**config.mk**
```make
export PLATFORM = sky130hd
export DESIGN_NAME = mrg3_alu
export DESIGN_NICKNAME = d
export VERILOG_FILES = /design/src/design/combined_mrg_order3_rng_top_defines.svh /design/src/design/mrg3_pkg.sv /design/src/design/mrg3_alu.sv
export SDC_FILE = /design/constraint.sdc
export NUM_CORES = 2
export LEC_CHECK = 0
export BUFFER_PORTS_ARGS = -buffer_cell sky130_fd_sc_hd__clkbuf_2
export CORE_MARGIN = 5
export CORE_UTILIZATION = 36
export DETAILED_ROUTE_END_ITERATION = 10
export GPL_TIMING_DRIVEN = 0
export PLACE_DENSITY = 0.59
export SYNTH_ARGS = -nofsm -noshare
export SYNTH_HDL_FRONTEND = slang
export SYNTH_SLANG_ARGS = --single-unit
```
**constraint.sdc**
```tcl
create_clock -name vclk -period 25.7
set_input_delay 5.14 -clock vclk [all_inputs]
set_output_delay 5.14 -clock vclk [all_outputs]
set_load 0.01 [all_outputs]
```
**src/design/combined_mrg_order3_rng_top_defines.svh**
```systemverilog
// ----------------------------------------------------------------------------
// Assertion macros for the order-3 combined MRG block
// Concurrent checks that vanish from synthesis builds
// ----------------------------------------------------------------------------
`ifndef COMBINED_MRG_ORDER3_RNG_TOP_DEFINES_SVH
`define COMBINED_MRG_ORDER3_RNG_TOP_DEFINES_SVH

`ifndef SYNTHESIS

`define MRG3_ASSERT_IMP(lbl, clk, rstn, ante, cons) \
  lbl: assert property (@(posedge clk) disable iff (!rstn) (ante) |-> (cons)) \
    else $error("same-cycle check failed");

`define MRG3_ASSERT_NXT(lbl, clk, rstn, ante, cons) \
  lbl: assert property (@(posedge clk) disable iff (!rstn) (ante) |=> (cons)) \
    else $error("next-cycle check failed");

`else

`define MRG3_ASSERT_IMP(lbl, clk, rstn, ante, cons)

`define MRG3_ASSERT_NXT(lbl, clk, rstn, ante, cons)

`endif

`endif

```
**src/design/mrg3_pkg.sv**
```systemverilog
// ----------------------------------------------------------------------------
// mrg3_pkg
// Constants, control types and sequencer states for the combined MRG block
// ----------------------------------------------------------------------------
`default_nettype none

package mrg3_pkg;

  localparam int LAG_W  = 32;
  localparam int COEF_W = 22;
  localparam int ACC_W  = COEF_W + LAG_W;
  localparam int IDX_W  = 3;

  localparam logic [LAG_W-1:0] MOD_ONE  = 32'd4294967087;
  localparam logic [LAG_W-1:0] MOD_TWO  = 32'd4294944443;
  // 2^32 mod m for each component
  localparam logic [LAG_W-1:0] FOLD_ONE = 32'd209;
  localparam logic [LAG_W-1:0] FOLD_TWO = 32'd22853;

  localparam logic [COEF_W-1:0] MUL_ONE_A = 22'd1403580;
  localparam logic [COEF_W-1:0] MUL_ONE_B = 22'd810728;
  localparam logic [COEF_W-1:0] MUL_TWO_A = 22'd527612;
  localparam logic [COEF_W-1:0] MUL_TWO_B = 22'd1370589;

  localparam logic [LAG_W-1:0] SEED_FIRST_OLDEST_RST  = 32'd231458761;
  localparam logic [LAG_W-1:0] SEED_FIRST_MIDDLE_RST  = 32'd34125679;
  localparam logic [LAG_W-1:0] SEED_FIRST_NEWEST_RST  = 32'd45678213;
  localparam logic [LAG_W-1:0] SEED_SECOND_OLDEST_RST = 32'd57964412;
  localparam logic [LAG_W-1:0] SEED_SECOND_MIDDLE_RST = 32'd12365487;
  localparam logic [LAG_W-1:0] SEED_SECOND_NEWEST_RST = 32'd77221456;

  typedef enum logic [IDX_W-1:0] {
    CFG_FIRST_OLDEST  = 3'd0,
    CFG_FIRST_MIDDLE  = 3'd1,
    CFG_FIRST_NEWEST  = 3'd2,
    CFG_SECOND_OLDEST = 3'd3,
    CFG_SECOND_MIDDLE = 3'd4,
    CFG_SECOND_NEWEST = 3'd5
  } cfg_idx_e;

  typedef enum logic [2:0] {
    ALU_NOP,
    ALU_MUL_A,
    ALU_MUL_B,
    ALU_FOLD,
    ALU_RED,
    ALU_COMB,
    ALU_MIX
  } alu_op_e;

  typedef enum logic [3:0] {
    ST_IDLE,
    ST_MUL_A,
    ST_FOLD_A1,
    ST_FOLD_A2,
    ST_RED_A,
    ST_MUL_B,
    ST_FOLD_B1,
    ST_FOLD_B2,
    ST_RED_B,
    ST_COMB,
    ST_MIX
  } seq_state_e;

  typedef struct packed {
    alu_op_e op;
    logic    comp;
    logic    acc_en;
    logic    cap_t;
    logic    cap_p1;
    logic    shift_first;
    logic    shift_second;
    logic    load_out;
  } ctrl_t;

  typedef struct packed {
    logic [LAG_W-1:0] a_lag;
    logic [LAG_W-1:0] b_lag;
  } lag_view_t;

endpackage

`default_nettype wire

```
**src/design/mrg3_alu.sv**
```systemverilog
// ----------------------------------------------------------------------------
// mrg3_alu
// Shared multiply-add and modular subtract unit
// ----------------------------------------------------------------------------
`default_nettype none

module mrg3_alu
  import mrg3_pkg::*;
(
  input  alu_op_e          op_i,
  input  logic             comp_i,
  input  logic [ACC_W-1:0] acc_i,
  input  lag_view_t        lags_i,
  input  logic [LAG_W-1:0] t_i,
  input  logic [LAG_W-1:0] p1_i,
  output logic [ACC_W-1:0] res_o
);

  logic [COEF_W-1:0] mul_a;
  logic [LAG_W-1:0]  mul_b;
  logic [LAG_W-1:0]  add_c;
  logic [ACC_W-1:0]  mac;
  logic [LAG_W:0]    sx;
  logic [LAG_W:0]    sy;
  logic [LAG_W+1:0]  diff;
  logic              borrow;
  logic [LAG_W-1:0]  modulus;
  logic [LAG_W-1:0]  wrapped;

  assign modulus = comp_i ? MOD_TWO : MOD_ONE;

  always_comb begin
    mul_a = '0;
    mul_b = '0;
    add_c = '0;
    case (op_i)
      ALU_MUL_A: begin
        mul_a = comp_i ? MUL_TWO_A : MUL_ONE_A;
        mul_b = lags_i.a_lag;
      end
      ALU_MUL_B: begin
        mul_a = comp_i ? MUL_TWO_B : MUL_ONE_B;
        mul_b = lags_i.b_lag;
      end
      ALU_FOLD: begin
        mul_a = acc_i[ACC_W-1:LAG_W];
        mul_b = comp_i ? FOLD_TWO : FOLD_ONE;
        add_c = acc_i[LAG_W-1:0];
      end
      default: begin
        mul_a = '0;
      end
    endcase
  end

  assign mac = ACC_W'(mul_a) * ACC_W'(mul_b) + ACC_W'(add_c);

  always_comb begin
    sx = '0;
    sy = '0;
    case (op_i)
      ALU_RED: begin
        sx = acc_i[LAG_W:0];
        sy = {1'b0, modulus};
      end
      ALU_COMB: begin
        sx = {1'b0, t_i};
        sy = {1'b0, acc_i[LAG_W-1:0]};
      end
      ALU_MIX: begin
        sx = {1'b0, p1_i};
        sy = {1'b0, acc_i[LAG_W-1:0]};
      end
      default: begin
        sx = '0;
      end
    endcase
  end

  assign diff    = {1'b0, sx} - {1'b0, sy};
  assign borrow  = diff[LAG_W+1];
  assign wrapped = diff[LAG_W-1:0] + ((op_i == ALU_MIX) ? MOD_ONE : modulus);

  always_comb begin
    res_o = '0;
    case (op_i)
      ALU_MUL_A, ALU_MUL_B, ALU_FOLD: begin
        res_o = mac;
      end
      ALU_RED: begin
        res_o = borrow ? ACC_W'(acc_i[LAG_W:0]) : ACC_W'(diff[LAG_W:0]);
      end
      ALU_COMB: begin
        res_o = borrow ? ACC_W'(wrapped) : ACC_W'(diff[LAG_W-1:0]);
      end
      ALU_MIX: begin
        // p1 <= p2 takes the wrap
        res_o = (borrow || (diff == '0)) ? ACC_W'(wrapped) : ACC_W'(diff[LAG_W-1:0]);
      end
      default: begin
        res_o = '0;
      end
    endcase
  end

endmodule

`default_nettype wire

```
==> metrics <==
multiplexer share of the synthesized area 1.49%; final clock period utilization by the worst path 85.1%; largest net degree at the start of global routing 11; number of iterations in the first detailed-routing pass 8; simple-gate share of the synthesized area 17.0%; initial antenna violation count 0; Total Wirelength 119 mm; row cnt 104; Final Setup Violations 0; width of the die 294 microns; final hold vios 0; Slew headroom -1.26%; slowest CP cell o31ai_1; first-pass GRT wire length 178 mm; Cell Area, Synth 29000 sq um; post-synthesis sequential area ratio 0%; layout cells sized above 1 7.08%; Die Height 294 microns; Vias/cell 5.36; CP Data Required Time 20.56 ns; failing checks capacitance limit, slew limit; Area growth, synth to finish 9.65%; seq_cells 0; effective utilization at floorplan 36.2%; largest family of logic cells by synthesized area adder cells; max_cap viols 1; fillers 8523; worst hold path type input pin to output port; Post-Synth Adder-Cell Area 52.9%; Reg area 0 sq um; Clock buffer cells 0; Worst-Margin Slew 1.52 ns; post-synth cell types 87; Synth warnings 0; CP top delay family adder cells; Routed WL per cell 23.7 microns; crit path max fanout 10; syn avg cell area 7.94 sq um; number of global-route vias before repair 27500; CP Data Arrival Time 16.72 ns; Placer Congestion 1.03; global route overflow 0; WS Path Type input pin to output port; Gates resized, CTS repair 0; Peak Freq 45.7 MHz; Multi-input gate area 25600 sq um; Post-Syn Instances 3649; Post-Synth XOR/XNOR Area 2.39%; most frequent CP cell fa_1; Setup crit start kind input pin; area fraction in compound gates after synthesis 13.7%; RSZ-0062 raised after global routing no; Port Buffer Count 237; gr usage total 27.3%; min-delay src acc_i[3]; Crit. End Element output port; remaining antenna violation count 0; Final #Nets 4991; Layout Utilization 39.6%; minimum clock period 21.86 ns; die area 86300 sq um; crit path buf inv count 9; Setup Buffers After CTS 0; Critical Path Source op_i[0]; CTS Hold Buffers Added 0; Final Max Tran Viols 11; number of top-level pins 240; DP HPWL 102 mm; slowest stage delay, CP 0.85 ns; status finished, violations left; Core Area 80200 sq um; DR iter-0 viols 2491; setup TNS 0 ns; detailed-route via count 26900; detailed-route DRC error count 0
==> layout by cell type, fill, tap and decap left out, drive strengths merged, types with 52 or more instances in the layout <==
master,netlist,final
a21oi,188,188
nor2b,54,54
fa,629,629
conb,2,69
inv,774,774
nand2,461,461
nand3,52,52
o21ai,105,105
clkbuf,156,393
nor2,356,356
a21o,53,53
ha,220,220
==> synthesized netlist by cell type (all sizes together) (7+ instances only) <==
cell      n  area, sq um
nor4     11         90.1
nor3     20          100
and3     26          163
o31ai    10         75.1
a21oi   188          941
o211ai   27          203
a21boi   11         82.6
and4      8         70.1
nand4    29          188
nand3    52          260
fa      629        12600
mux2i    41          410
a221oi    7         67.6
nand2   461         1730
xor2     28          245
o21bai   10         75.1
a31oi    21          131
a22oi    38          285
a22o     16          140
clkbuf  156          586
ha      220         2750
nor2    356         1340
buf      21         97.6
or3      15         93.8
o21ai   105          541
inv     774         2910
nor2b    54          338
a21o     53          405
a211oi   15          118
o21a     26          195
or2      14         87.6
clkinv   10         37.5
xnor2    51          447
nand2b   15         93.8
o221ai    7         61.3
and2     27          169
o31a      7         61.3
==> layer usage <==
layer | share of wire, % | up-vias | wire length [microns] | global-route usage, %
met5 | 0 | - | 0 | 0
met4 | 4.2 | 0 | 5030 | 8.61
met3 | 11 | 214 | 13300 | 6.91
met2 | 43 | 1359 | 51000 | 41.8
met1 | 42 | 13300 | 49600 | 38.2
li1 | - | 12000 | - | -
==> metrics by stage <==
step / setup WS, ns / instance area (sq um) / hold slack, ns / std cells
after floorplan: 7.37 / 29200 / 10.43 / 3716
after global placement: 3.55 / 31700 / 10.82 / 5013
after detailed placement: 3.61 / 31800 / 10.83 / 5014
after CTS: 3.54 / 31800 / 10.82 / 5014
after global routing: 3.27 / 31800 / 10.84 / 5014
final: 3.84 / 31800 / 10.84 / 5015
==> final timing paths <==
kind / to / cells past startpoint
max: res_o[47] / 32
min: res_o[3] / 6
==> cells by family after synthesis <==
logic type	Yosys count
simple gates	1112
buf+inv	961
fa+ha+maj	849
compound gates	603
xor+xnor	79
mux	43
other cells	2
==> layout make-up <==
class	instances	area share, %
Multi-Input combinational cell	2755	80.6
Buffer	177	2.15
Timing Repair Buffer	238	3.77
Tap cell	1060	4.17
Inverter	784	9.26
Antenna cell	1	0.00787
==> worst min-delay path, cell delays in order <==
cell,delay (ns)
clkbuf_2,0.17
nand2_1,0.07
nand2_1,0.07
a21oi_1,0.07
o41ai_2,0.06
clkbuf_2,0.13
