[src/design/combined_mrg_order3_rng_top_defines.svh]
// ----------------------------------------------------------------------------
// Assertion macros for the order-3 combined MRG block
// Concurrent checks that vanish from synthesis builds
// ----------------------------------------------------------------------------
`ifndef COMBINED_MRG_ORDER3_RNG_TOP_DEFINES_SVH
`define COMBINED_MRG_ORDER3_RNG_TOP_DEFINES_SVH

`ifndef SYNTHESIS

`define MRG3_ASSERT_IMP(lbl, clk, rstn, ante, cons) \
  lbl: assert property (@(posedge clk) disable iff (!rstn) (ante) |-> (cons)) \
    else $error("same-cycle check failed");

`define MRG3_ASSERT_NXT(lbl, clk, rstn, ante, cons) \
  lbl: assert property (@(posedge clk) disable iff (!rstn) (ante) |=> (cons)) \
    else $error("next-cycle check failed");

`else

`define MRG3_ASSERT_IMP(lbl, clk, rstn, ante, cons)

`define MRG3_ASSERT_NXT(lbl, clk, rstn, ante, cons)

`endif

`endif

[src/design/mrg3_pkg.sv]
// ----------------------------------------------------------------------------
// mrg3_pkg
// Constants, control types and sequencer states for the combined MRG block
// ----------------------------------------------------------------------------
`default_nettype none

package mrg3_pkg;

  localparam int LAG_W  = 32;
  localparam int COEF_W = 22;
  localparam int ACC_W  = COEF_W + LAG_W;
  localparam int IDX_W  = 3;

  localparam logic [LAG_W-1:0] MOD_ONE  = 32'd4294967087;
  localparam logic [LAG_W-1:0] MOD_TWO  = 32'd4294944443;
  // 2^32 mod m for each component
  localparam logic [LAG_W-1:0] FOLD_ONE = 32'd209;
  localparam logic [LAG_W-1:0] FOLD_TWO = 32'd22853;

  localparam logic [COEF_W-1:0] MUL_ONE_A = 22'd1403580;
  localparam logic [COEF_W-1:0] MUL_ONE_B = 22'd810728;
  localparam logic [COEF_W-1:0] MUL_TWO_A = 22'd527612;
  localparam logic [COEF_W-1:0] MUL_TWO_B = 22'd1370589;

  localparam logic [LAG_W-1:0] SEED_FIRST_OLDEST_RST  = 32'd231458761;
  localparam logic [LAG_W-1:0] SEED_FIRST_MIDDLE_RST  = 32'd34125679;
  localparam logic [LAG_W-1:0] SEED_FIRST_NEWEST_RST  = 32'd45678213;
  localparam logic [LAG_W-1:0] SEED_SECOND_OLDEST_RST = 32'd57964412;
  localparam logic [LAG_W-1:0] SEED_SECOND_MIDDLE_RST = 32'd12365487;
  localparam logic [LAG_W-1:0] SEED_SECOND_NEWEST_RST = 32'd77221456;

  typedef enum logic [IDX_W-1:0] {
    CFG_FIRST_OLDEST  = 3'd0,
    CFG_FIRST_MIDDLE  = 3'd1,
    CFG_FIRST_NEWEST  = 3'd2,
    CFG_SECOND_OLDEST = 3'd3,
    CFG_SECOND_MIDDLE = 3'd4,
    CFG_SECOND_NEWEST = 3'd5
  } cfg_idx_e;

  typedef enum logic [2:0] {
    ALU_NOP,
    ALU_MUL_A,
    ALU_MUL_B,
    ALU_FOLD,
    ALU_RED,
    ALU_COMB,
    ALU_MIX
  } alu_op_e;

  typedef enum logic [3:0] {
    ST_IDLE,
    ST_MUL_A,
    ST_FOLD_A1,
    ST_FOLD_A2,
    ST_RED_A,
    ST_MUL_B,
    ST_FOLD_B1,
    ST_FOLD_B2,
    ST_RED_B,
    ST_COMB,
    ST_MIX
  } seq_state_e;

  typedef struct packed {
    alu_op_e op;
    logic    comp;
    logic    acc_en;
    logic    cap_t;
    logic    cap_p1;
    logic    shift_first;
    logic    shift_second;
    logic    load_out;
  } ctrl_t;

  typedef struct packed {
    logic [LAG_W-1:0] a_lag;
    logic [LAG_W-1:0] b_lag;
  } lag_view_t;

endpackage

`default_nettype wire

[src/design/mrg3_lags.sv]
// ----------------------------------------------------------------------------
// mrg3_lags
// Seed registers and the three-deep lag lines of both components
// ----------------------------------------------------------------------------
`default_nettype none

module mrg3_lags
  import mrg3_pkg::*;
(
  input  logic             clk_i,
  input  logic             rst_ni,
  input  logic             cfg_we_i,
  input  logic [IDX_W-1:0] cfg_idx_i,
  input  logic [LAG_W-1:0] cfg_data_i,
  input  logic             load_i,
  input  logic             shift_first_i,
  input  logic             shift_second_i,
  input  logic [LAG_W-1:0] new_first_i,
  input  logic [LAG_W-1:0] new_second_i,
  input  logic             comp_i,
  output lag_view_t        view_o
);

  logic [LAG_W-1:0] seed_q [6];
  logic [LAG_W-1:0] seed_d [6];
  logic [LAG_W-1:0] first_q [3];
  logic [LAG_W-1:0] first_d [3];
  logic [LAG_W-1:0] second_q [3];
  logic [LAG_W-1:0] second_d [3];

  always_comb begin
    seed_d = seed_q;
    if (cfg_we_i) begin
      case (cfg_idx_i)
        CFG_FIRST_OLDEST:  seed_d[0] = cfg_data_i;
        CFG_FIRST_MIDDLE:  seed_d[1] = cfg_data_i;
        CFG_FIRST_NEWEST:  seed_d[2] = cfg_data_i;
        CFG_SECOND_OLDEST: seed_d[3] = cfg_data_i;
        CFG_SECOND_MIDDLE: seed_d[4] = cfg_data_i;
        CFG_SECOND_NEWEST: seed_d[5] = cfg_data_i;
        default: begin
          seed_d = seed_q;
        end
      endcase
    end
  end

  always_comb begin
    first_d  = first_q;
    second_d = second_q;
    if (load_i) begin
      first_d  = '{seed_q[0], seed_q[1], seed_q[2]};
      second_d = '{seed_q[3], seed_q[4], seed_q[5]};
    end else begin
      if (shift_first_i) begin
        first_d = '{first_q[1], first_q[2], new_first_i};
      end
      if (shift_second_i) begin
        second_d = '{second_q[1], second_q[2], new_second_i};
      end
    end
  end

  always_ff @(posedge clk_i or negedge rst_ni) begin
    if (!rst_ni) begin
      seed_q   <= '{SEED_FIRST_OLDEST_RST, SEED_FIRST_MIDDLE_RST, SEED_FIRST_NEWEST_RST,
                    SEED_SECOND_OLDEST_RST, SEED_SECOND_MIDDLE_RST,
                    SEED_SECOND_NEWEST_RST};
      first_q  <= '{SEED_FIRST_OLDEST_RST, SEED_FIRST_MIDDLE_RST, SEED_FIRST_NEWEST_RST};
      second_q <= '{SEED_SECOND_OLDEST_RST, SEED_SECOND_MIDDLE_RST,
                    SEED_SECOND_NEWEST_RST};
    end else begin
      seed_q   <= seed_d;
      first_q  <= first_d;
      second_q <= second_d;
    end
  end

  // component one uses middle and oldest, component two newest and oldest
  assign view_o.a_lag = comp_i ? second_q[2] : first_q[1];
  assign view_o.b_lag = comp_i ? second_q[0] : first_q[0];

endmodule

`default_nettype wire

[config.mk]
export PLATFORM = sky130hd
export DESIGN_NAME = mrg3_lags
export DESIGN_NICKNAME = d
export VERILOG_FILES = /design/src/design/combined_mrg_order3_rng_top_defines.svh /design/src/design/mrg3_pkg.sv /design/src/design/mrg3_lags.sv
export SDC_FILE = /design/constraint.sdc
export NUM_CORES = 1
export LEC_CHECK = 0
export BUFFER_PORTS_ARGS = -buffer_cell sky130_fd_sc_hd__clkbuf_2
export CORE_MARGIN = 1
export CORE_UTILIZATION = 45
export CTS_BUF_LIST = sky130_fd_sc_hd__clkbuf_2 sky130_fd_sc_hd__clkbuf_4 sky130_fd_sc_hd__clkbuf_8
export DETAILED_ROUTE_END_ITERATION = 6
export HOLD_SLACK_MARGIN = 0.08
export PLACE_DENSITY = 0.68
export REMOVE_ABC_BUFFERS = 1
export SYNTH_ARGS = -nofsm -noshare
export SYNTH_HDL_FRONTEND = slang
export SYNTH_SLANG_ARGS = --single-unit
[constraint.sdc]
create_clock -name clk_i -period 1 [get_ports clk_i]
set_input_delay 0.1 -clock clk_i [delete_from_list [all_inputs] [get_ports clk_i]]
set_output_delay 0.1 -clock clk_i [all_outputs]
set_load 0.005 [all_outputs]
==> results.toml <==
[floorplan]
dieArea_um2 = 39000
io_pins = 170
start_util = 0.457
coreArea_um2 = 37600
die_x_um = 197
dieHeight_um = 197
std_cell_rows = 71

[sta]
slew_headroom = 0.738
fmax_mhz = 656
fin_crit_ns = 1.53
setup_violations = 64
finalHoldViolCount = 0
tns_ns = -30.51
holdWs_ns = 0.147
finClkSkew_ns = 0.0156
worst_pin_slew_ns = 0.391
worst_slack_ns = -0.525
layout_worst_path_cycle_share = 1.53
rsz0062_at_grt = "true"
slew_violations = 0

[route]
drtAntennaViolNets = 0
routedWlPerCell_um = 17.8
detail_route.wirelength_um = 40600
drt_first_pass_iters = 4
via_count = 11350
drtIter0Drc = 465
drc = 0
routed_via_density = 4.99

[setup_path]
worstPathRequired_ns = 0.90
endpoint_kind = "primary output"
cp-start-kind = "flip-flop"
crit_slowest_cell = "dfstp_2"
criticalPathCategory = "reg2out"
cp_max_fo = 3
critPathMaxStageDelay_ns = 0.56
path_buf_inv = 1
cp.arrival_ns = 1.43
crit_family = "flip-flops"
crit_chain = "mux2_4 > clkbuf_2"

[clock_tree]
cts.sinks = 384
h-tree-depth = 2
cts_buffers = 60
clk_pin_slew_worst_paths_ns = 0.06
insertion_delay_ns = 0.60
cts_root_buf = "clkbuf_8"
cts_buffer_depth = 3
cts_tree = "built"

[power_and_ir_drop]
power.total_mw = 44.8
power.leakage_nw = 10.5
power_frac_clock = 0.314
internal_power_mw = 33.4
combPwrFrac = 0.204
cellPowerDensity_nw_per_um2 = 1980
vdd_drop_max_uv = 1190
p_switching_mw = 11.4
p_seq_frac = 0.482
switching_share = 0.255

[yosys]
avgSynthCellArea_um2 = 13.1
seq_area_frac_synth = 0.572
ys_ff_latch = 384
syn_inst = 1315
synthesis.area_um2 = 17200
ys_types = 18
ys_warn_count = 0

[global_route]
met2_usage = 0.361
antenna_found_initial = 1
gr-total-overflow = 0
grt_use_met1 = 0.281
grt_pass1_wl_um = 65000
grt_max_degree = 65
grt_pass1_vias = 11967
grt_util_all_layers = 0.213
grt_most_used_layer = "met2"
use_met3 = 0.0297

[finish]
postLayoutCoreUtil = 0.602
stdcell_count = 2276
nNetsFinal = 1820
postLayoutCellArea_um2 = 22600
drive_gt1_frac = 0.482
syn2layout_area_growth_pct = 31.6
antenna_cells = 0

[run_status]
violations = "setup timing"
status = "finished with violations"

[place]
gp_congestion = 0.784
placed_cell_area_um2 = 19200
port_buffers = 169
dp_slack_ns = -0.443
dp_hpwl_um = 26400
placed_cells = 1982

[flow_run]
maxCapViolCount = 0

[hold_path]
hp-class = "in2reg"
==> flip-flops by register name, indices dropped and copies added (netlist names) <==
signal    count
seed_q      192
first_q      96
second_q     96
==> synth_stat cells <==
library cell,count,share of area
and4bb_1,2,0.0015
buf_4,10,0.0044
dfrtp_1,204,0.30
dfstp_2,180,0.28
mux2_2,164,0.11
nand4b_1,2,0.0010
mux2_4,60,0.052
buf_1,1,0.00022
buf_6,8,0.0052
nor4bb_1,1,0.00058
o21ai_0,192,0.056
nor4b_4,1,0.0014
buf_8,6,0.0052
buf_2,37,0.011
nand2_1,192,0.042
mux2_1,32,0.021
mux2i_1,192,0.11
clkbuf_1,31,0.0068
==> cells in the final DEF, fill, tap and decap left out, types with 36 or more instances in the layout <==
cell	count
dfrtp_1	204
nand2_1	192
mux2i_1	191
dfstp_2	180
o21ai_0	172
clkbuf_2	130
buf_4	125
mux2_4	118
mux2_2	106
dlygate4sd3_1	100
clkbuf_8	81
buf_12	36
==> kinds of logic after synthesis <==
group / Yosys count / share of synthesized area
and+or+nand+nor: 198 / 0.0464
muxes: 448 / 0.293
AOI/OAI and AO/OA: 192 / 0.0559
DFF: 384 / 0.572
buffers and inverters: 93 / 0.0326
==> power by group through the flow <==
stage	sequential [mW]	clock, mW	combinational (mW)
final	21.6	14.1	9.14
after global routing	22.0	15.1	10.1
after CTS	21.5	14.5	8.63
after detailed placement	21.9	0	7.15
after global placement	21.7	0	6.92
after floorplan	21.2	0	4.34
==> final timing paths <==
check	endpoint	depth (start not counted)	slack [ns]	startpoint
min in group asynchronous	first_q[13]	2	0.16	rst_ni
max in group asynchronous	seed_q[83]	3	0.23	rst_ni
max	view_o[57]	2	-0.53	first_q[57]
min reg2reg	second_q[11]	2	0.47	seed_q[11]
min	seed_q[178]	4	0.15	cfg_idx_i[1]
max reg2reg	first_q[79]	3	0.04	first_q[47]
==> per-layer routing <==
metal  wire, um  up-vias
met3       1180       67
li1           -     5428
met2      20200      196
met4        919        2
met1      18300     5657
met5         13        -
==> worst register-to-register path: stages (launching register included) <==
cell and delay [ns]:
dfstp_2 0.53, buf_4 0.11, mux2i_1 0.05, o21ai_0 0.18
==> layout make-up <==
cell class	count	area [um^2]
Multi-Input combinational cell	838	7030
Clock buffer	103	1280
Timing Repair Buffer	430	3770
Sequential cell	384	9830
Clock inverter	10	53.8
Fill cell	2967	15000
Tap cell	511	639
==> what timing repair did <==
item,in CTS,in global routing
resized for setup,55,63
endpoints found under the hold margin,768,0
hold buffers,101,0
buffers inserted,65,16
setup endpoints to repair,64,93
gates cloned,0,1
pin swaps,0,2
(Power assumes the default switching activity.)
