File: config.mk
export PLATFORM = sky130hd
export DESIGN_NAME = mrg3_seq
export DESIGN_NICKNAME = d
export VERILOG_FILES = /design/src/design/mrg3_pkg.sv /design/src/design/mrg3_seq.sv
export VERILOG_INCLUDE_DIRS = /design/src /design/src/design
export SDC_FILE = /design/constraint.sdc
export NUM_CORES = 1
export LEC_CHECK = 0
export ABC_AREA = 1
export BUFFER_PORTS_ARGS = -buffer_cell sky130_fd_sc_hd__buf_2
export CAP_MARGIN = 20
export CORE_AREA = 3 3 40 42
export CTS_CLUSTER_SIZE = 30
export DETAILED_ROUTE_END_ITERATION = 10
export DIE_AREA = 0 0 43 45
export HOLD_SLACK_MARGIN = 0.12
export SYNTH_ARGS = -nofsm -noshare
export SYNTH_HDL_FRONTEND = slang
export SYNTH_SLANG_ARGS = --single-unit
File: constraint.sdc
create_clock -name clk_i -period 1.2 [get_ports clk_i]
set_clock_uncertainty 0.1 [all_clocks]
set_input_delay 0 -clock clk_i [delete_from_list [all_inputs] [get_ports clk_i]]
set_output_delay 0 -clock clk_i [all_outputs]
set_load 0.02 [all_outputs]
File: src/design/combined_mrg_order3_rng_top_defines.svh
// ----------------------------------------------------------------------------
// Assertion macros for the order-3 combined MRG block
// Concurrent checks that vanish from synthesis builds
// ----------------------------------------------------------------------------
`ifndef COMBINED_MRG_ORDER3_RNG_TOP_DEFINES_SVH
`define COMBINED_MRG_ORDER3_RNG_TOP_DEFINES_SVH

`ifndef SYNTHESIS

`define MRG3_ASSERT_IMP(lbl, clk, rstn, ante, cons) \
  lbl: assert property (@(posedge clk) disable iff (!rstn) (ante) |-> (cons)) \
    else $error("same-cycle check failed");

`define MRG3_ASSERT_NXT(lbl, clk, rstn, ante, cons) \
  lbl: assert property (@(posedge clk) disable iff (!rstn) (ante) |=> (cons)) \
    else $error("next-cycle check failed");

`else

`define MRG3_ASSERT_IMP(lbl, clk, rstn, ante, cons)

`define MRG3_ASSERT_NXT(lbl, clk, rstn, ante, cons)

`endif

`endif

File: src/design/mrg3_pkg.sv
// ----------------------------------------------------------------------------
// mrg3_pkg
// Constants, control types and sequencer states for the combined MRG block
// ----------------------------------------------------------------------------
`default_nettype none

package mrg3_pkg;

  localparam int LAG_W  = 32;
  localparam int COEF_W = 22;
  localparam int ACC_W  = COEF_W + LAG_W;
  localparam int IDX_W  = 3;

  localparam logic [LAG_W-1:0] MOD_ONE  = 32'd4294967087;
  localparam logic [LAG_W-1:0] MOD_TWO  = 32'd4294944443;
  // 2^32 mod m for each component
  localparam logic [LAG_W-1:0] FOLD_ONE = 32'd209;
  localparam logic [LAG_W-1:0] FOLD_TWO = 32'd22853;

  localparam logic [COEF_W-1:0] MUL_ONE_A = 22'd1403580;
  localparam logic [COEF_W-1:0] MUL_ONE_B = 22'd810728;
  localparam logic [COEF_W-1:0] MUL_TWO_A = 22'd527612;
  localparam logic [COEF_W-1:0] MUL_TWO_B = 22'd1370589;

  localparam logic [LAG_W-1:0] SEED_FIRST_OLDEST_RST  = 32'd231458761;
  localparam logic [LAG_W-1:0] SEED_FIRST_MIDDLE_RST  = 32'd34125679;
  localparam logic [LAG_W-1:0] SEED_FIRST_NEWEST_RST  = 32'd45678213;
  localparam logic [LAG_W-1:0] SEED_SECOND_OLDEST_RST = 32'd57964412;
  localparam logic [LAG_W-1:0] SEED_SECOND_MIDDLE_RST = 32'd12365487;
  localparam logic [LAG_W-1:0] SEED_SECOND_NEWEST_RST = 32'd77221456;

  typedef enum logic [IDX_W-1:0] {
    CFG_FIRST_OLDEST  = 3'd0,
    CFG_FIRST_MIDDLE  = 3'd1,
    CFG_FIRST_NEWEST  = 3'd2,
    CFG_SECOND_OLDEST = 3'd3,
    CFG_SECOND_MIDDLE = 3'd4,
    CFG_SECOND_NEWEST = 3'd5
  } cfg_idx_e;

  typedef enum logic [2:0] {
    ALU_NOP,
    ALU_MUL_A,
    ALU_MUL_B,
    ALU_FOLD,
    ALU_RED,
    ALU_COMB,
    ALU_MIX
  } alu_op_e;

  typedef enum logic [3:0] {
    ST_IDLE,
    ST_MUL_A,
    ST_FOLD_A1,
    ST_FOLD_A2,
    ST_RED_A,
    ST_MUL_B,
    ST_FOLD_B1,
    ST_FOLD_B2,
    ST_RED_B,
    ST_COMB,
    ST_MIX
  } seq_state_e;

  typedef struct packed {
    alu_op_e op;
    logic    comp;
    logic    acc_en;
    logic    cap_t;
    logic    cap_p1;
    logic    shift_first;
    logic    shift_second;
    logic    load_out;
  } ctrl_t;

  typedef struct packed {
    logic [LAG_W-1:0] a_lag;
    logic [LAG_W-1:0] b_lag;
  } lag_view_t;

endpackage

`default_nettype wire

File: src/design/mrg3_seq.sv
// ----------------------------------------------------------------------------
// mrg3_seq
// Step sequencer driving the shared arithmetic unit
// ----------------------------------------------------------------------------
`default_nettype none

`include "combined_mrg_order3_rng_top_defines.svh"

module mrg3_seq
  import mrg3_pkg::*;
(
  input  logic  clk_i,
  input  logic  rst_ni,
  input  logic  in_valid_i,
  input  logic  slot_free_i,
  output logic  in_ready_o,
  output ctrl_t ctrl_o
);

  seq_state_e state_q, state_d;
  logic       comp_q, comp_d;

  always_comb begin
    state_d = state_q;
    comp_d  = comp_q;
    case (state_q)
      ST_IDLE: begin
        if (in_valid_i) begin
          state_d = ST_MUL_A;
          comp_d  = 1'b0;
        end
      end
      ST_MUL_A:   state_d = ST_FOLD_A1;
      ST_FOLD_A1: state_d = ST_FOLD_A2;
      ST_FOLD_A2: state_d = ST_RED_A;
      ST_RED_A:   state_d = ST_MUL_B;
      ST_MUL_B:   state_d = ST_FOLD_B1;
      ST_FOLD_B1: state_d = ST_FOLD_B2;
      ST_FOLD_B2: state_d = ST_RED_B;
      ST_RED_B:   state_d = ST_COMB;
      ST_COMB: begin
        if (!comp_q) begin
          state_d = ST_MUL_A;
          comp_d  = 1'b1;
        end else begin
          state_d = ST_MIX;
        end
      end
      ST_MIX: begin
        if (slot_free_i) begin
          state_d = ST_IDLE;
        end
      end
      default: state_d = ST_IDLE;
    endcase
  end

  always_comb begin
    ctrl_o      = '0;
    ctrl_o.op   = ALU_NOP;
    ctrl_o.comp = comp_q;
    in_ready_o  = 1'b0;
    case (state_q)
      ST_IDLE: begin
        in_ready_o = 1'b1;
      end
      ST_MUL_A: begin
        ctrl_o.op     = ALU_MUL_A;
        ctrl_o.acc_en = 1'b1;
      end
      ST_FOLD_A1, ST_FOLD_A2, ST_FOLD_B1, ST_FOLD_B2: begin
        ctrl_o.op     = ALU_FOLD;
        ctrl_o.acc_en = 1'b1;
      end
      ST_RED_A: begin
        ctrl_o.op     = ALU_RED;
        ctrl_o.acc_en = 1'b1;
        ctrl_o.cap_t  = 1'b1;
      end
      ST_MUL_B: begin
        ctrl_o.op     = ALU_MUL_B;
        ctrl_o.acc_en = 1'b1;
      end
      ST_RED_B: begin
        ctrl_o.op     = ALU_RED;
        ctrl_o.acc_en = 1'b1;
      end
      ST_COMB: begin
        ctrl_o.op          = ALU_COMB;
        ctrl_o.acc_en      = 1'b1;
        ctrl_o.cap_p1      = !comp_q;
        ctrl_o.shift_first = !comp_q;
      end
      ST_MIX: begin
        ctrl_o.op           = ALU_MIX;
        ctrl_o.shift_second = slot_free_i;
        ctrl_o.load_out     = slot_free_i;
      end
      default: begin
        in_ready_o = 1'b0;
      end
    endcase
  end

  always_ff @(posedge clk_i or negedge rst_ni) begin
    if (!rst_ni) begin
      state_q <= ST_IDLE;
      comp_q  <= 1'b0;
    end else begin
      state_q <= state_d;
      comp_q  <= comp_d;
    end
  end

  `MRG3_ASSERT_NXT(a_accept_busy, clk_i, rst_ni, in_valid_i && in_ready_o, !in_ready_o)
  `MRG3_ASSERT_NXT(a_comp_switch, clk_i, rst_ni, (state_q == ST_COMB) && !comp_q, (state_q == ST_MUL_A) && comp_q)
  `MRG3_ASSERT_IMP(a_mix_second, clk_i, rst_ni, state_q == ST_MIX, comp_q)

endmodule

`default_nettype wire

==> summary.md <==
| Metric | Value |
|---|---|
| Run status | `complete, but fails checks` |
| Violations in the final reports | `negative setup slack` |
| Overall die area | `1935 µm²` |
| Worst setup SP type | `register` |
| Proportion of synthesized flip-flops having asynchronous set or reset | `100.0%` |
| Category of the critical setup timing path | `register to output pin` |
| Max stage delay cell, worst path | `sky130_fd_sc_hd__dfrtp_2` |
| Clock buffer count from CTS | `3` |
| Vias in the first global route | `450` |
| Worst max-slew margin expressed relative to the limit | `83.17%` |
| Most frequently used flop master after synthesis | `sky130_fd_sc_hd__dfrtp_1` |
| Worst path bufs/invs | `2` |
| Area of the core region | `1285 µm²` |
| Arrival @ worst endpoint | `1.24 ns` |
| Synthesized netlist cell count | `57` |
| Max incr delay on CP | `0.48 ns` |
| Clock H-tree levels | `1` |
| HPWL Detailed | `720.8 µm` |
| Routed vias | `438` |
| Synthesis Warnings | `0` |
| Max Clock Freq | `747.5 MHz` |
| Number of synthesized flops with an enable pin | `0` |
| Starting density of the core | `28.92%` |
| Total cell area at the placement stage | `440.4 µm²` |
| TritonCTS clock tree | `done` |
| Cells taking the most area after synthesis | `sky130_fd_sc_hd__dfrtp_1, sky130_fd_sc_hd__nand2_1, sky130_fd_sc_hd__inv_1` |
| Hold violation total from the final report | `0` |
| Final net count | `87` |
| Mean routed wirelength per cell | `10.61 µm` |
| Later-pin clock latency in the skew report | `0.24 ns` |
| Die boundary width | `43 µm` |
| Proportion of synthesized chip area in sequential cells | `33.67%` |
| Violation count after the first detailed-route iteration | `6` |
| Number of standard-cell rows in the floorplan | `13` |
| Chain of cells forming the critical path | `nor2_4 > nand2_2 > nand2_1 > inv_1 > buf_6` |
| Final Core Density | `50.44%` |
| Vias per cell | `4.515` |
| Count leader, synth | `sky130_fd_sc_hd__nand2_1` |
| Crit end category | `output pin` |
| Clock transition at path regs | `0.05 ns` |
| Remaining global-route overflow | `0` |
| Share of post-route cells with drive strength above 1 | `60.98%` |
| CTS Buffer Depth | `2` |
| Post-synthesis area per instance | `6.519 µm²` |
| Number of placed I/O pins | `15` |
| Final TNS setup | `-0.9635 ns` |
| Post-synth cell types | `14` |
| Data required time of the critical path | `1.10 ns` |
| DRC Markers | `0` |
| Crit-path leading delay family | `flip-flops` |
| Placed Cells | `83` |
| GP Congestion | `0.8069` |
| Drt pass-1 iters | `4` |
| VDD IR-drop max | `1.653 mV` |
| Setup repair after global routing missed its margin | `yes` |
| Maximum number of pins on one net before global-route repair | `7` |
| Top cells by instance count after synthesis | `sky130_fd_sc_hd__nand2_1, sky130_fd_sc_hd__inv_1, sky130_fd_sc_hd__dfrtp_1, sky130_fd_sc_hd__nand3_1` |
| Type of the most critical hold path | `register to register` |
| Area of all placed cells without fillers | `648.1 µm²` |
| Post-route fraction of the period consumed by the critical path | `111.5%` |
| Maximum fanout along the worst path | `5` |
| Number of buffers inserted by port buffering | `14` |
| Number of synthesized register bits | `5` |
| Clock Tree Root | `sky130_fd_sc_hd__clkbuf_4` |
| Maximum capacitance violations | `0` |
| Number of standard cells in the layout, taps in and fillers out | `97` |
| Post-route minimum period | `1.338 ns` |
| Area Growth Syn to Fin | `74.41%` |
| Post-Synthesis Net Count | `61` |
| Routed WL | `1029 µm` |
| Die extent in y | `45 µm` |
| Antenna violations before repair | `0` |
| Total power after layout | `1994 µW` |
| Setup violation total in the final timing report | `11` |
| Number of max-slew violations in the final report | `0` |
| Count of clock tree sinks | `5` |
| Worst Slack Setup Final | `-0.1378 ns` |
| Wire length of the first global-routing pass | `1738 µm` |
| Synthesized area | `371.6 µm²` |
| Leading area contributor after synthesis | `sky130_fd_sc_hd__dfrtp_1` |
| Total Routing Usage GR | `11.80%` |
| Number of nets with antenna violations after routing | `0` |
| Slew at the pin closest to its max-slew limit | `0.2516 ns` |
| Static Leak | `0.0003478 µW` |
| Number of diodes | `0` |
| Post-synth top area share | `33.67%` |
| Power per standard cell area | `3076 nW/µm²` |
timing repair:
| action | 4_1_cts | 5_1_grt |
|---|---|---|
| cloned | 0 | 0 |
| pin swaps | 3 | 5 |
| hold buffers | 4 | 0 |
| buffers inserted | 5 | 1 |
| hold endpoints to repair | 9 | 0 |
| setup endpoints to repair | 11 | 14 |
| gates resized for setup | 31 | 7 |
metal layers:
layer / vias to the layer above / track usage (%) / wire length, µm
met4: 0 / 4.819 / 0
met3: 0 / 3.187 / 67
met5: - / 0 / 0
met2: 14 / 19.76 / 487
met1: 201 / 14.43 / 474
li1: 223 / - / -
layout make-up:
| cell class | instances | area [µm²] |
|---|---|---|
| inverters | 14 | 53.80 |
| flip-flops and latches | 5 | 128.9 |
| clock buffers | 4 | 26.28 |
| multi-input cells | 35 | 217.7 |
| fillers | 132 | 636.9 |
| repair buffers | 24 | 202.7 |
| well taps | 15 | 18.77 |
sequential cells by signal, indices dropped and copies added (netlist names):
name and cells:
state_q 4, comp_q 1
worst paths after layout:
check / start / slack, ns / to / cells after the start
max in group asynchronous: rst_ni / 0.19 / state_q[2] / 3
worst max register to register: state_q[0] / -0.04 / comp_q / 5
min in group asynchronous: rst_ni / 0.58 / comp_q / 3
worst max-delay path: state_q[0] / -0.14 / ctrl_o[5] / 5
worst min-delay path: comp_q / 0.47 / comp_q / 2
worst min register to register: comp_q / 0.47 / comp_q / 2
stage by stage:
stage,hold slack [ns],setup slack (ns)
detailed placement,-0.2728,-0.02198
floorplan,-0.3956,0.03224
global placement,-0.2755,0.01362
finish,0.4727,-0.1378
global route,0.4979,-0.2029
CTS,0.4668,-0.1062
cell families after synthesis:
group / count (synthesis) / share of synthesized area, %
AO/OA/AOI/OAI: 9 / 13.47
buffers and inverters: 17 / 20.20
flip-flops: 5 / 33.67
AND/OR/NAND/NOR: 26 / 32.66
cell usage in the layout (no fill, tap or decap), types with 2 or more instances in the layout:
cell	count
sky130_fd_sc_hd__buf_6	6
sky130_fd_sc_hd__dfrtp_2	3
sky130_fd_sc_hd__o21ai_1	3
sky130_fd_sc_hd__nor2_4	3
sky130_fd_sc_hd__o21ai_2	2
sky130_fd_sc_hd__nand2_1	7
sky130_fd_sc_hd__nand3_1	4
sky130_fd_sc_hd__buf_4	10
sky130_fd_sc_hd__nand2_2	6
sky130_fd_sc_hd__dlygate4sd3_1	4
sky130_fd_sc_hd__o211ai_1	2
sky130_fd_sc_hd__nor2_2	4
sky130_fd_sc_hd__clkbuf_4	3
sky130_fd_sc_hd__dfrtp_1	2
sky130_fd_sc_hd__inv_2	6
sky130_fd_sc_hd__buf_2	4
sky130_fd_sc_hd__inv_1	7
worst reg2reg max path, cell delays in order, from the launching register on:
cell	delay (ns)
sky130_fd_sc_hd__dfrtp_2	0.48
sky130_fd_sc_hd__nor2_4	0.18
sky130_fd_sc_hd__nand2_2	0.09
sky130_fd_sc_hd__buf_6	0.12
sky130_fd_sc_hd__o21ai_2	0.09
sky130_fd_sc_hd__o21ai_1	0.07
power breakdown:
part / internal [µW] / switching, µW / leakage (µW) / total (µW)
clock network: 126 / 75.9 / 0.0000150 / 202
registers: 261 / 165 / 0.0000595 / 426
logic: 622 / 744 / 0.000273 / 1370
total: 1010 / 985 / 0.000348 / 1990
(Power assumes the default switching activity.)
